==> src/sv/rtp_timestamp_cross_stream_matcher_unit_assert.svh <==
// Assertion macros shared by the matcher RTL files.
// No dependencies; assertions are compiled out when SYNTHESIS is defined.
`ifndef RTP_TIMESTAMP_CROSS_STREAM_MATCHER_UNIT_ASSERT_SVH
`define RTP_TIMESTAMP_CROSS_STREAM_MATCHER_UNIT_ASSERT_SVH
`ifndef SYNTHESIS
`define RTPM_ASSERT_NOW(label, clk, rst_n, ante, cons, msg) \
    label: assert property (@(posedge clk) disable iff (!(rst_n)) (ante) |-> (cons)) \
        else $error(msg);
`define RTPM_ASSERT_NEXT(label, clk, rst_n, ante, cons, msg) \
    label: assert property (@(posedge clk) disable iff (!(rst_n)) (ante) |=> (cons)) \
        else $error(msg);
`else
`define RTPM_ASSERT_NOW(label, clk, rst_n, ante, cons, msg)
`define RTPM_ASSERT_NEXT(label, clk, rst_n, ante, cons, msg)
`endif
`endif

==> src/sv/rtpm_pkg.sv <==
// Types and constants of the RTP timestamp cross-stream matcher.
// Used by every module of the block but rtpm_ram; depends on nothing.
package rtpm_pkg;

    localparam int RTPM_MAX_COMPONENTS = 8;
    localparam int CFG_W   = 4;
    localparam int IDX_W   = 3;
    localparam int TS_W    = 32;
    localparam int CNT_W   = 32;
    localparam logic [CFG_W-1:0] CFG_RESET = 4'd2;

    typedef enum logic [2:0] {
        OUT_PENDING = 3'd0,
        OUT_MATCHED = 3'd1,
        OUT_DROPPED = 3'd2,
        OUT_KEPT    = 3'd3,
        OUT_INVALID = 3'd4
    } t_outcome;

    typedef struct packed {
        logic [IDX_W-1:0] component_index;
        logic [TS_W-1:0]  rtp_timestamp;
    } t_in_item;

    typedef struct packed {
        t_outcome         outcome;
        logic [CNT_W-1:0] matched_total;
        logic [CNT_W-1:0] mismatch_total;
    } t_result;

    typedef struct packed {
        logic     load;
        logic     step_k;
        logic     rd_en;
        logic     count_hit;
        logic     finish;
        t_outcome outcome;
    } t_dp_cmd;

    typedef struct packed {
        logic invalid;
        logic walk_end;
        logic candidate;
        logic earlier;
        logic later;
        logic all_hit;
    } t_dp_status;

endpackage

==> src/sv/rtpm_ram.sv <==
// Generic single-write, single-read RAM with registered read data.
// No dependencies.
module rtpm_ram #(
    parameter int WIDTH = 32,
    parameter int DEPTH = 8,
    localparam int AW = (DEPTH > 1) ? $clog2(DEPTH) : 1
) (
    input  logic             i_clk,
    input  logic             i_we,
    input  logic [AW-1:0]    i_waddr,
    input  logic [WIDTH-1:0] i_wdata,
    input  logic             i_re,
    input  logic [AW-1:0]    i_raddr,
    output logic [WIDTH-1:0] o_rdata
);
    logic [WIDTH-1:0] r_mem [DEPTH];
    logic [WIDTH-1:0] r_rdata;

    always_ff @(posedge i_clk) begin
        if (i_we) begin
            r_mem[i_waddr] <= i_wdata;
        end
        if (i_re) begin
            r_rdata <= r_mem[i_raddr];
        end
    end

    assign o_rdata = r_rdata;
endmodule

==> src/sv/rtpm_ctrl.sv <==
// Sequencer of the matcher: walks the components and issues datapath commands.
// Depends on rtpm_pkg and the assertion macro header.
`include "rtp_timestamp_cross_stream_matcher_unit_assert.svh"
module rtpm_ctrl (
    input  logic                i_clk,
    input  logic                i_rst_n,
    input  logic                i_start,
    input  rtpm_pkg::t_dp_status i_status,
    output rtpm_pkg::t_dp_cmd   o_cmd,
    output logic                o_busy
);
    import rtpm_pkg::*;

    typedef enum logic [1:0] {
        S_IDLE,
        S_SCAN,
        S_CMP
    } t_state;

    t_state  r_state, n_state;
    logic    r_busy;
    t_dp_cmd cmd;

    always_comb begin
        n_state       = r_state;
        cmd           = '0;
        cmd.outcome   = OUT_PENDING;
        case (r_state)
            S_IDLE: begin
                if (i_start) begin
                    cmd.load = 1'b1;
                    n_state  = S_SCAN;
                end
            end
            S_SCAN: begin
                if (i_status.invalid) begin
                    cmd.finish  = 1'b1;
                    cmd.outcome = OUT_INVALID;
                    n_state     = S_IDLE;
                end else if (i_status.walk_end) begin
                    cmd.finish  = 1'b1;
                    cmd.outcome = i_status.all_hit ? OUT_MATCHED : OUT_PENDING;
                    n_state     = S_IDLE;
                end else if (i_status.candidate) begin
                    cmd.rd_en = 1'b1;
                    n_state   = S_CMP;
                end else begin
                    cmd.step_k = 1'b1;
                end
            end
            S_CMP: begin
                // The earlier test comes first, so a half-range distance drops.
                if (i_status.earlier) begin
                    cmd.finish  = 1'b1;
                    cmd.outcome = OUT_DROPPED;
                    n_state     = S_IDLE;
                end else if (i_status.later) begin
                    cmd.finish  = 1'b1;
                    cmd.outcome = OUT_KEPT;
                    n_state     = S_IDLE;
                end else begin
                    cmd.count_hit = 1'b1;
                    cmd.step_k    = 1'b1;
                    n_state       = S_SCAN;
                end
            end
            default: begin
                n_state = S_IDLE;
            end
        endcase
    end

    always_ff @(posedge i_clk) begin
        if (!i_rst_n) begin
            r_state <= S_IDLE;
            r_busy  <= 1'b0;
        end else begin
            r_state <= n_state;
            r_busy  <= (n_state != S_IDLE);
        end
    end

    assign o_cmd  = cmd;
    assign o_busy = r_busy;

    `RTPM_ASSERT_NEXT(a_finish_to_idle, i_clk, i_rst_n, cmd.finish, r_state == S_IDLE && !r_busy, "finish did not return to idle")
    `RTPM_ASSERT_NEXT(a_load_sets_busy, i_clk, i_rst_n, cmd.load, r_busy, "busy not raised after load")
    `RTPM_ASSERT_NOW(a_busy_matches_state, i_clk, i_rst_n, 1'b1, r_busy == (r_state != S_IDLE), "busy out of step with state")
endmodule

==> src/sv/rtpm_dp.sv <==
// Datapath of the matcher: pending flags, timestamp store, walk counter,
// serial comparison, totals and the result register. Depends on rtpm_pkg,
// rtpm_ram and the assertion macro header.
`include "rtp_timestamp_cross_stream_matcher_unit_assert.svh"
module rtpm_dp #(
    parameter int MAX_COMPONENTS = rtpm_pkg::RTPM_MAX_COMPONENTS,
    localparam int AW = (MAX_COMPONENTS > 1) ? $clog2(MAX_COMPONENTS) : 1
) (
    input  logic                          i_clk,
    input  logic                          i_rst_n,
    input  rtpm_pkg::t_in_item            i_item,
    input  logic                          i_cfg_we,
    input  logic [rtpm_pkg::CFG_W-1:0]    i_cfg_data,
    input  rtpm_pkg::t_dp_cmd             i_cmd,
    output rtpm_pkg::t_dp_status          o_status,
    output rtpm_pkg::t_result             o_result,
    output logic                          o_done
);
    import rtpm_pkg::*;

    logic [CFG_W-1:0]          r_cfg;
    logic [CFG_W-1:0]          r_neff;
    logic [CFG_W-1:0]          neff_now;
    logic [IDX_W-1:0]          r_idx;
    logic [TS_W-1:0]           r_ts;
    logic [CFG_W-1:0]          r_k;
    logic [CFG_W-1:0]          r_hits;
    logic [MAX_COMPONENTS-1:0] r_pending, n_pending;
    logic [CNT_W-1:0]          r_matched, n_matched;
    logic [CNT_W-1:0]          r_mismatch, n_mismatch;
    t_result                   r_result;
    logic                      r_done;
    logic [TS_W-1:0]           rd_ts;
    logic [TS_W-1:0]           diff_new_old;
    logic [TS_W-1:0]           diff_old_new;
    logic                      load_valid;

    // Effective component count: the register clamped to the store depth.
    always_comb begin
        if (int'(r_cfg) > MAX_COMPONENTS) begin
            neff_now = CFG_W'(MAX_COMPONENTS);
        end else begin
            neff_now = r_cfg;
        end
    end

    assign load_valid = i_cmd.load &&
                        ({1'b0, i_item.component_index} < neff_now);

    rtpm_ram #(
        .WIDTH (TS_W),
        .DEPTH (MAX_COMPONENTS)
    ) u_ts_ram (
        .i_clk   (i_clk),
        .i_we    (load_valid),
        .i_waddr (AW'(i_item.component_index)),
        .i_wdata (i_item.rtp_timestamp),
        .i_re    (i_cmd.rd_en),
        .i_raddr (AW'(r_k)),
        .o_rdata (rd_ts)
    );

    assign diff_new_old = r_ts - rd_ts;
    assign diff_old_new = rd_ts - r_ts;

    always_comb begin
        o_status           = '0;
        o_status.invalid   = ({1'b0, r_idx} >= r_neff);
        o_status.walk_end  = (r_k == r_neff);
        o_status.candidate = (r_k < r_neff) && r_pending[AW'(r_k)] &&
                             (r_k != {1'b0, r_idx});
        o_status.earlier   = diff_new_old[TS_W-1];
        o_status.later     = diff_old_new[TS_W-1];
        o_status.all_hit   = (r_hits == r_neff - CFG_W'(1));
    end

    always_comb begin
        n_pending  = r_pending;
        n_matched  = r_matched;
        n_mismatch = r_mismatch;
        if (i_cmd.finish) begin
            case (i_cmd.outcome)
                OUT_MATCHED: begin
                    n_matched = r_matched + CNT_W'(1);
                    n_pending = '0;
                end
                OUT_DROPPED: begin
                    n_mismatch = r_mismatch + CNT_W'(1);
                    n_pending  = '0;
                end
                OUT_KEPT: begin
                    n_mismatch                = r_mismatch + CNT_W'(1);
                    n_pending                 = '0;
                    n_pending[AW'(r_idx)]     = 1'b1;
                end
                OUT_PENDING: begin
                    n_pending[AW'(r_idx)] = 1'b1;
                end
                default: begin
                    n_pending = r_pending;
                end
            endcase
        end
    end

    always_ff @(posedge i_clk) begin
        if (!i_rst_n) begin
            r_cfg      <= CFG_RESET;
            r_pending  <= '0;
            r_matched  <= '0;
            r_mismatch <= '0;
            r_done     <= 1'b0;
            r_k        <= '0;
            r_hits     <= '0;
        end else begin
            if (i_cfg_we) begin
                r_cfg <= i_cfg_data;
            end
            r_pending  <= n_pending;
            r_matched  <= n_matched;
            r_mismatch <= n_mismatch;
            r_done     <= i_cmd.finish;
            if (i_cmd.load) begin
                r_k    <= '0;
                r_hits <= '0;
            end else begin
                if (i_cmd.step_k) begin
                    r_k <= r_k + CFG_W'(1);
                end
                if (i_cmd.count_hit) begin
                    r_hits <= r_hits + CFG_W'(1);
                end
            end
        end
    end

    always_ff @(posedge i_clk) begin
        if (i_cmd.load) begin
            r_idx  <= i_item.component_index;
            r_ts   <= i_item.rtp_timestamp;
            r_neff <= neff_now;
        end
        if (i_cmd.finish) begin
            r_result.outcome        <= i_cmd.outcome;
            r_result.matched_total  <= n_matched;
            r_result.mismatch_total <= n_mismatch;
        end
    end

    assign o_result = r_result;
    assign o_done   = r_done;

    `RTPM_ASSERT_NEXT(a_dropped_clears, i_clk, i_rst_n, i_cmd.finish && i_cmd.outcome == OUT_DROPPED, r_pending == '0, "flags left set after a dropped mismatch")
    `RTPM_ASSERT_NEXT(a_kept_single, i_clk, i_rst_n, i_cmd.finish && i_cmd.outcome == OUT_KEPT, $onehot(r_pending), "kept mismatch must leave one flag")
    `RTPM_ASSERT_NEXT(a_invalid_holds, i_clk, i_rst_n, i_cmd.finish && i_cmd.outcome == OUT_INVALID, $stable(r_pending) && $stable(r_matched) && $stable(r_mismatch), "invalid event changed state")
endmodule

==> src/sv/rtp_timestamp_cross_stream_matcher_unit.sv <==
// Top level of the RTP timestamp cross-stream matcher.
// Depends on rtpm_pkg, rtpm_ctrl, rtpm_dp and the assertion macro header.
//
// Events are taken one at a time: start is accepted when busy is low, and
// the result appears on o_result, flagged by o_done for exactly one cycle,
// in the same cycle as busy falls. The receiver cannot stall, so it must
// take every result in that cycle. An event walks the n enabled components
// in turn and spends an extra compare step on each other pending component;
// a compare that finds the new timestamp earlier or later than a stored one
// ends the event, and an invalid index ends it at the first scan step. The
// walk reads one stored timestamp per compare from a store with a single
// read port and registered read data. A configuration transfer is taken
// only while busy is low.
`include "rtp_timestamp_cross_stream_matcher_unit_assert.svh"
module rtp_timestamp_cross_stream_matcher_unit #(
    parameter int MAX_COMPONENTS = rtpm_pkg::RTPM_MAX_COMPONENTS
) (
    input  logic                       i_clk,
    input  logic                       i_rst_n,
    input  logic                       start,
    output logic                       busy,
    input  rtpm_pkg::t_in_item         i_item,
    output logic                       o_done,
    output rtpm_pkg::t_result          o_result,
    input  logic                       i_cfg_valid,
    output logic                       o_cfg_ready,
    input  logic [rtpm_pkg::CFG_W-1:0] i_cfg_data
);
    import rtpm_pkg::*;

    t_dp_cmd    cmd;
    t_dp_status status;
    logic       ctrl_busy;

    rtpm_ctrl u_ctrl (
        .i_clk    (i_clk),
        .i_rst_n  (i_rst_n),
        .i_start  (start),
        .i_status (status),
        .o_cmd    (cmd),
        .o_busy   (ctrl_busy)
    );

    rtpm_dp #(
        .MAX_COMPONENTS (MAX_COMPONENTS)
    ) u_dp (
        .i_clk      (i_clk),
        .i_rst_n    (i_rst_n),
        .i_item     (i_item),
        .i_cfg_we   (i_cfg_valid && !ctrl_busy),
        .i_cfg_data (i_cfg_data),
        .i_cmd      (cmd),
        .o_status   (status),
        .o_result   (o_result),
        .o_done     (o_done)
    );

    assign busy        = ctrl_busy;
    assign o_cfg_ready = !ctrl_busy;

    `RTPM_ASSERT_NOW(a_done_not_busy, i_clk, i_rst_n, o_done, !busy, "result shown while still busy")
    `RTPM_ASSERT_NEXT(a_accept_busy, i_clk, i_rst_n, start && !busy, busy || o_done, "accepted event neither busy nor done")
    `RTPM_ASSERT_NOW(a_done_after_busy, i_clk, i_rst_n, o_done, $past(busy) || $past(start), "result without an event")
endmodule
==> config.mk <==
export PLATFORM = sky130hd
export DESIGN_NAME = rtp_timestamp_cross_stream_matcher_unit
export DESIGN_NICKNAME = d
export VERILOG_FILES = /design/src/sv/rtpm_pkg.sv /design/src/sv/rtpm_ram.sv /design/src/sv/rtpm_ctrl.sv /design/src/sv/rtpm_dp.sv /design/src/sv/rtp_timestamp_cross_stream_matcher_unit.sv
export VERILOG_INCLUDE_DIRS = /design/src /design/src/sv
export SDC_FILE = /design/constraint.sdc
export NUM_CORES = 1
export LEC_CHECK = 0
export ABC_AREA = 1
export BUFFER_PORTS_ARGS = -buffer_cell sky130_fd_sc_hd__buf_2
export CAP_MARGIN = 20
export CORE_MARGIN = 4
export CORE_UTILIZATION = 60
export CTS_BUF_LIST = sky130_fd_sc_hd__clkbuf_4 sky130_fd_sc_hd__clkbuf_8 sky130_fd_sc_hd__clkbuf_16
export CTS_CLUSTER_SIZE = 40
export DETAILED_ROUTE_END_ITERATION = 8
export HOLD_SLACK_MARGIN = 0.02
export PLACE_DENSITY = 0.78
export SLEW_MARGIN = 5
export SYNTH_ARGS = -nofsm -noshare
export SYNTH_HDL_FRONTEND = slang
export SYNTH_SLANG_ARGS = --single-unit
export TNS_END_PERCENT = 100
==> constraint.sdc <==
create_clock -name i_clk -period 8.87 [get_ports i_clk]
set_clock_uncertainty 0.2 [all_clocks]
set_input_delay 0.4435 -clock i_clk [delete_from_list [all_inputs] [get_ports i_clk]]
set_output_delay 0.4435 -clock i_clk [all_outputs]
set_load 0.01 [all_outputs]
### After elaboration in Yosys (flattened, before gate mapping)

Memories as Yosys holds them, arrays and structs flattened. A register that Yosys moved wholly into a read port is not among the register bits.
Cells that the tools add are included.

| storage, ports and cells | value |
|---|---|
| flip-flop bits (word level) | 194 |
| bits in writable memories | 256 |
| bits of input ports | 43 |
| output and inout bits | 70 |
| word-level logic and storage cells | 90 |
| memories kept | 1 |

Memory list:

| name | depth | width | read ports | clocked after memory_dff | wr ports | line | source |
|---|---|---|---|---|---|---|---|
| u_dp.u_ts_ram.r_mem | 8 | 32 | 1 | 1 | 1 | rtpm_ram.sv:16 | `logic [WIDTH-1:0] r_mem [DEPTH];` |

| operators by class | value |
|---|---|
| add/subtract/negate cells | 7 |
| $lt $le $gt $ge | 7 |
| equal/unequal tests | 8 |
| mux-type cells | 36 |
| bitwise logic cells | 2 |
| reductions and logical operators | 14 |

Operators with widths:

| kind | count |
|---|---|
| $mux W32 | 4 |
| $add A32 B1 Y32 const B | 2 |
| $sub A32 B32 Y32 | 2 |
| $pmux W8 S3 | 1 |
| $mux W4 | 5 |
| $mux W1 | 14 |
| $mux W2 | 7 |
| $add A4 B1 Y4 const B | 2 |
| $eq A4 B4 Y1 | 2 |
| $lt A3 B4 Y1 const B | 2 |
| $or A8 B8 Y8 | 1 |
| $pmux W4 S2 | 1 |
| $eq A3 B2 Y1 const B | 2 |
| $pmux W2 S3 | 1 |
| $reduce_or A2 Y1 | 3 |
| $logic_and A1 B1 Y1 | 5 |
| $ge A3 B4 Y1 | 1 |
| $gt A4 B4 Y1 const B | 1 |
| $lt A3 B4 Y1 | 1 |
| $lt A4 B4 Y1 | 1 |
| $ne A4 B3 Y1 | 1 |
| $sub A4 B1 Y4 const B | 1 |
| $bmux W1 S3 | 1 |
| $demux W1 S3 | 1 |
| 12 further kinds | 12 |

### Longest topological paths before layout

| logic depth | value |
|---|---|
| depth in word-level cells | 10 |
| mapped depth | 23 |
| gate-level depth less buffers | 22 |

### Cells and area by module

From an unflattened synthesis, not the netlist that was laid out.

| unflattened totals | value |
|---|---|
| cell total of the unflattened synthesis | 2338 |
| area, all modules | 22296.4 µm² |

By module, submodules not included:

| module | times used | cells each | area an instance (µm²) | sequential area each (µm²) |
|---|---|---|---|---|
| rtpm_ram | 1 | 1156 | 12192.9 | 8648.3 |
| rtpm_dp | 1 | 1132 | 9794.4 | 4884.7 |
| rtpm_ctrl | 1 | 47 | 295.3 | 60.1 |
| rtp_timestamp_cross_stream_matcher_unit | 1 | 3 | 13.8 | 0.0 |

### Worst setup path before layout

Ideal clock, no wire load.

| path | value |
|---|---|
| path kind | register to register |
| start point | register u_dp.r_k[0] |
| end point | register u_dp.r_pending[2] |
| setup time | 0.140 ns |
| data arrival time | 3.833 ns |
| required time | 8.530 ns |
| path slack | 4.697 ns |
| stages on the path, launching flop included | 15 |
| path buffers | 3 |
| clock period less this slack | 4.173 ns |
| cell sequence | dfxtp_1 -> buf_2 -> clkinv_1 -> clkbuf_1 -> clkbuf_1 -> ha_1 -> nand3_1 -> inv_1 -> o211ai_1 -> nand2_1 -> inv_1 -> nor2_2 -> inv_1 -> nand2_1 -> a21oi_1 |

RTL lines:

| element | line | source |
|---|---|---|
| start: declaration | rtpm_dp.sv:26 | `logic [CFG_W-1:0] r_k;` |
| start signal: assignment | rtpm_dp.sv:128 | `r_k <= r_k + CFG_W'(1);` |
| end signal: assignment | rtpm_dp.sv:119 | `r_pending <= n_pending;` |
| end: declaration | rtpm_dp.sv:28 | `logic [MAX_COMPONENTS-1:0] r_pending, n_pending;` |

### Worst setup path after layout

| path | value |
|---|---|
| start point | register u_dp.r_k[0] |
| end point | register u_dp.r_result (netlist bit u_dp.o_result[33]), data pin |

| on the way | value |
|---|---|
| word-level cells in the longest chain between the ends | 7 |

Ends and longest elaborated chain:

| element | line | source |
|---|---|---|
| $eq A4 B4 Y1 (*) | rtpm_dp.sv:69 | `o_status.walk_end = (r_k == r_neff);` |
| $mux W4 (*) | rtpm_ctrl.sv:40 | `end else if (i_status.walk_end) begin` |
| $mux W4 (*) | rtpm_ctrl.sv:36 | `if (i_status.invalid) begin` |
| $pmux W4 S2 (*) | rtpm_ctrl.sv:28 | `case (r_state)` |
| $eq A3 B1 Y1 | rtpm_dp.sv:82 | `case (i_cmd.outcome)` |
| $mux W32 | rtpm_dp.sv:82 |  |
| $mux W32 (*) | rtpm_dp.sv:81 | `if (i_cmd.finish) begin` |
| named net u_dp.n_matched[1] | rtpm_dp.sv:29 | `logic [CNT_W-1:0] r_matched, n_matched;` |
| end: declaration | rtpm_dp.sv:31 | `t_result r_result;` |

Mark *: on every way through the listed nets, which the timed path passes. The rest lies on a longest branch.
A chain may end at the register's enable or synchronous reset.

==> flow_summary_export.csv <==
group,metric,value,unit
outcome,status,"completed",
global_routing,grt_pass1_wl,75770,microns
timing,finalHoldViolCount,0,
power,vdd_drop_max,180.1,uV
logic_synthesis,ys_types,45,
logic_synthesis,synthesis.nets,2150,
floorplan,num_rows,68,
job,maxCapViolCount,0,
logic_synthesis,yosys.area.top_type_share,55.28,%
setup_path,critical_path_arrival,4940,ps
timing,tightest_slew,1021,ps
logic_synthesis,synthArstFlopShare,0,%
global_routing,antenna_found_initial,0,
logic_synthesis,yosysTopAreaCell,"edfxtp_1",
setup_path,cp_max_fo,54,
timing,finalSetupTns,0,ps
clock_network,cts_tree,"yes",
setup_path,cp.required,8970,ps
routing,num_vias,14826,
clock_network,cts_resized,0,
finish,area_growth,14.41,%
place,io_buffers,112,
routing,first_pass_iters,5,
finish,layout.nets,2299,
floorplan,die_area,0.03876,sq mm
timing,fin_crit,4835,ps
logic_synthesis,synth_warnings,0,
timing,relSlewSlack,31.83,%
clock_network,clk_latency,570,ps
finish,final_layout_size_suffix_gt1_share,13.35,%
finish,fin_cells,2673,
global_routing,overflow,0,
logic_synthesis,synth.most_common_cell,"edfxtp_1",
timing,setup_viol,0,
power,power.leakage,9.538,nW
floorplan,core,0.03488,sq mm
logic_synthesis,netlist_instances,2029,
clock_network,clk_path_buf_depth,3,
logic_synthesis,syn_avg_cell_area,10.55,sq um
logic_synthesis,synth_common_cells,"edfxtp_1 (394), nand2_1 (346), nor2_1 (335)",
setup_path,critPathLaunchType,"register",
clock_network,path_clk_slew,60,ps
logic_synthesis,ys_top_cells_by_area,"edfxtp_1 (55%), dfxtp_1 (8.2%), nand2_1 (6.1%)",
routing,drc,0,
logic_synthesis,synth_area,0.02140,sq mm
place,placed_cells,2543,
timing,fmax,206.8,MHz
floorplan,start_util,61.36,%
routing,finalWirelength,47430,microns
routing,wl_per_cell,17.75,microns
setup_path,path_class,"register to register",
timing,slew_viol_final,0,
place,gp_congestion,0.8989,
global_routing,grt_pass1_vias,15043,
clock_network,numClockSinks,482,
global_routing,grt_use_total,24.35,%
floorplan,ios,113,
finish,fillCellCount,2467,
timing,finalCritPeriodShare,54.51,%
clock_network,htree_levels,2,
power,powerDensity,197.2,mW/mm^2
routing,ant_nets,0,
global_routing,grt_max_degree,91,
setup_path,cp-end-kind,"register",
logic_synthesis,synth-edff-count,394,
logic_synthesis,yosysSeqAreaShare,63.51,%
clock_network,root_buffer,"clkbuf_16",
min_path,hp-class,"input port to register",
logic_synthesis,ys_ff_latch,482,
clock_network,cts_buffers,47,
logic_synthesis,synth-main-ff-cell,"edfxtp_1",
routing,vias_per_cell,5.547,
timing,rsz0062_at_grt,"false",
floorplan,fp.dieW,196.9,microns
routing,drt-initial-drc-count,932,
place,hpwl,27690,microns
floorplan,die_y,196.9,microns
## critical path, stage by stage (launching register included)
cell and delay [ps]:
dfxtp_4 670, clkinv_2 690, ha_1 560, nand3_1 100, nor4_1 280, nand3b_1 100
nand2_1 90, nand2_1 240, nor2_4 140, buf_4 440, inv_1 490, or2_0 330
o21ai_1 110, inv_1 70
## stage by stage
| stage | worst slack [ps] | total power (W) | util (%) | hold slack (ps) | instance area, sq um |
|---|---|---|---|---|---|
| after floorplan | 4697 | 0.002678 | - | 246.0 | 21400 |
| after global placement | 4087 | 0.002750 | 64.26 | 264.6 | 22420 |
| after CTS | 4001 | 0.004857 | 70.14 | 35.97 | 24470 |
| after detailed placement | 4029 | 0.002761 | 64.26 | 283.0 | 22420 |
| after global routing | 3549 | 0.004991 | 70.20 | 65.91 | 24490 |
| final | 4035 | 0.004830 | 70.20 | 61.12 | 24490 |
## state kept, by name, indices dropped and copies added (netlist names)
name                   flops
u_dp.r_hits                4
u_dp.r_matched            32
u_dp.r_pending             8
u_dp.r_k                   4
u_ctrl.r_state             2
u_dp.o_result             67
u_dp.r_idx                 3
u_dp.r_cfg                 4
u_dp.r_neff                4
u_dp.u_ts_ram.o_rdata     32
u_dp.r_ts                 32
u_dp.u_ts_ram.r_mem      256
u_dp.o_done                1
u_dp.r_mismatch           32
u_ctrl.o_busy              1
## worst paths after layout
path | start | to | slack, ps | depth (start not counted)
setup / recovery | u_dp.r_k[0] | u_dp.o_result[33] | 4030 | 13
hold reg to reg | u_dp.r_cfg[2] | u_dp.r_cfg[2] | 290 | 2
setup reg to reg | u_dp.r_k[0] | u_dp.o_result[33] | 4030 | 13
hold / removal | i_rst_n | u_dp.r_cfg[3] | 60 | 3
## cell families (layout without fill, tap and decap cells)
logic type                 count (synthesis)  count (layout)  synth area share [%]
and+or+nand+nor                          829             829                 15.96
DFF                                      482             482                 63.51
other                                      0               1                     0
AOI/OAI and AO/OA                        313             313                 8.254
xor gates and xnor gates                  64              64                 2.794
adders and majority gates                 78              78                 4.560
buffers and inverters                    263             451                 4.922
## final cells by class
class                           count  area [sq um]  share of cell area, %
Antenna cell                        1         2.502                0.01022
Clock buffer                       71          1399                  5.712
Clock inverter                     17         252.7                  1.032
Inverter                          192         721.9                  2.948
Multi-Input combinational cell   1284          6830                  27.89
Sequential cell                   482         13600                  55.53
Tap cell                          455         569.3                  2.325
Timing Repair Buffer              171          1116                  4.557
## cell usage in the layout, fill, tap and decap left out, types with 40 or more instances in the layout
cell           synthesis  routed
buf_2                  6     112
o21ai_0              139     139
xor2_1                44      44
dfxtp_1               88      86
edfxtp_1             394     394
nor2_1               335     325
ha_1                  78      78
inv_1                188     184
clkbuf_16              0      48
dlygate4sd3_1          0      40
nand3_1               44      44
nand2_1              346     345
a21oi_1               72      72
## power by group
part | leakage (nW) | internal [W] | switching, W
logic | 4.40 | 0.0000720 | 0.000148
clock network | 0.829 | 0.00127 | 0.000830
registers | 4.31 | 0.00249 | 0.0000198
## metal layers
metal	share of wire (%)	global-route usage, %	vias to the layer above	wire, microns
li1	-	-	7199	-
met1	39	29.04	7026	18730
met2	51	44.31	488	24290
met3	5.8	3.932	113	2764
met4	3.5	9.502	0	1644
met5	0	0	-	0
## timing repair
action | 4_1_cts | 5_1_grt
hold buffers | 40 | 0
buffers inserted | 0 | 0
endpoints found under the hold margin | 295 | 0
(Power assumes the default switching activity.)
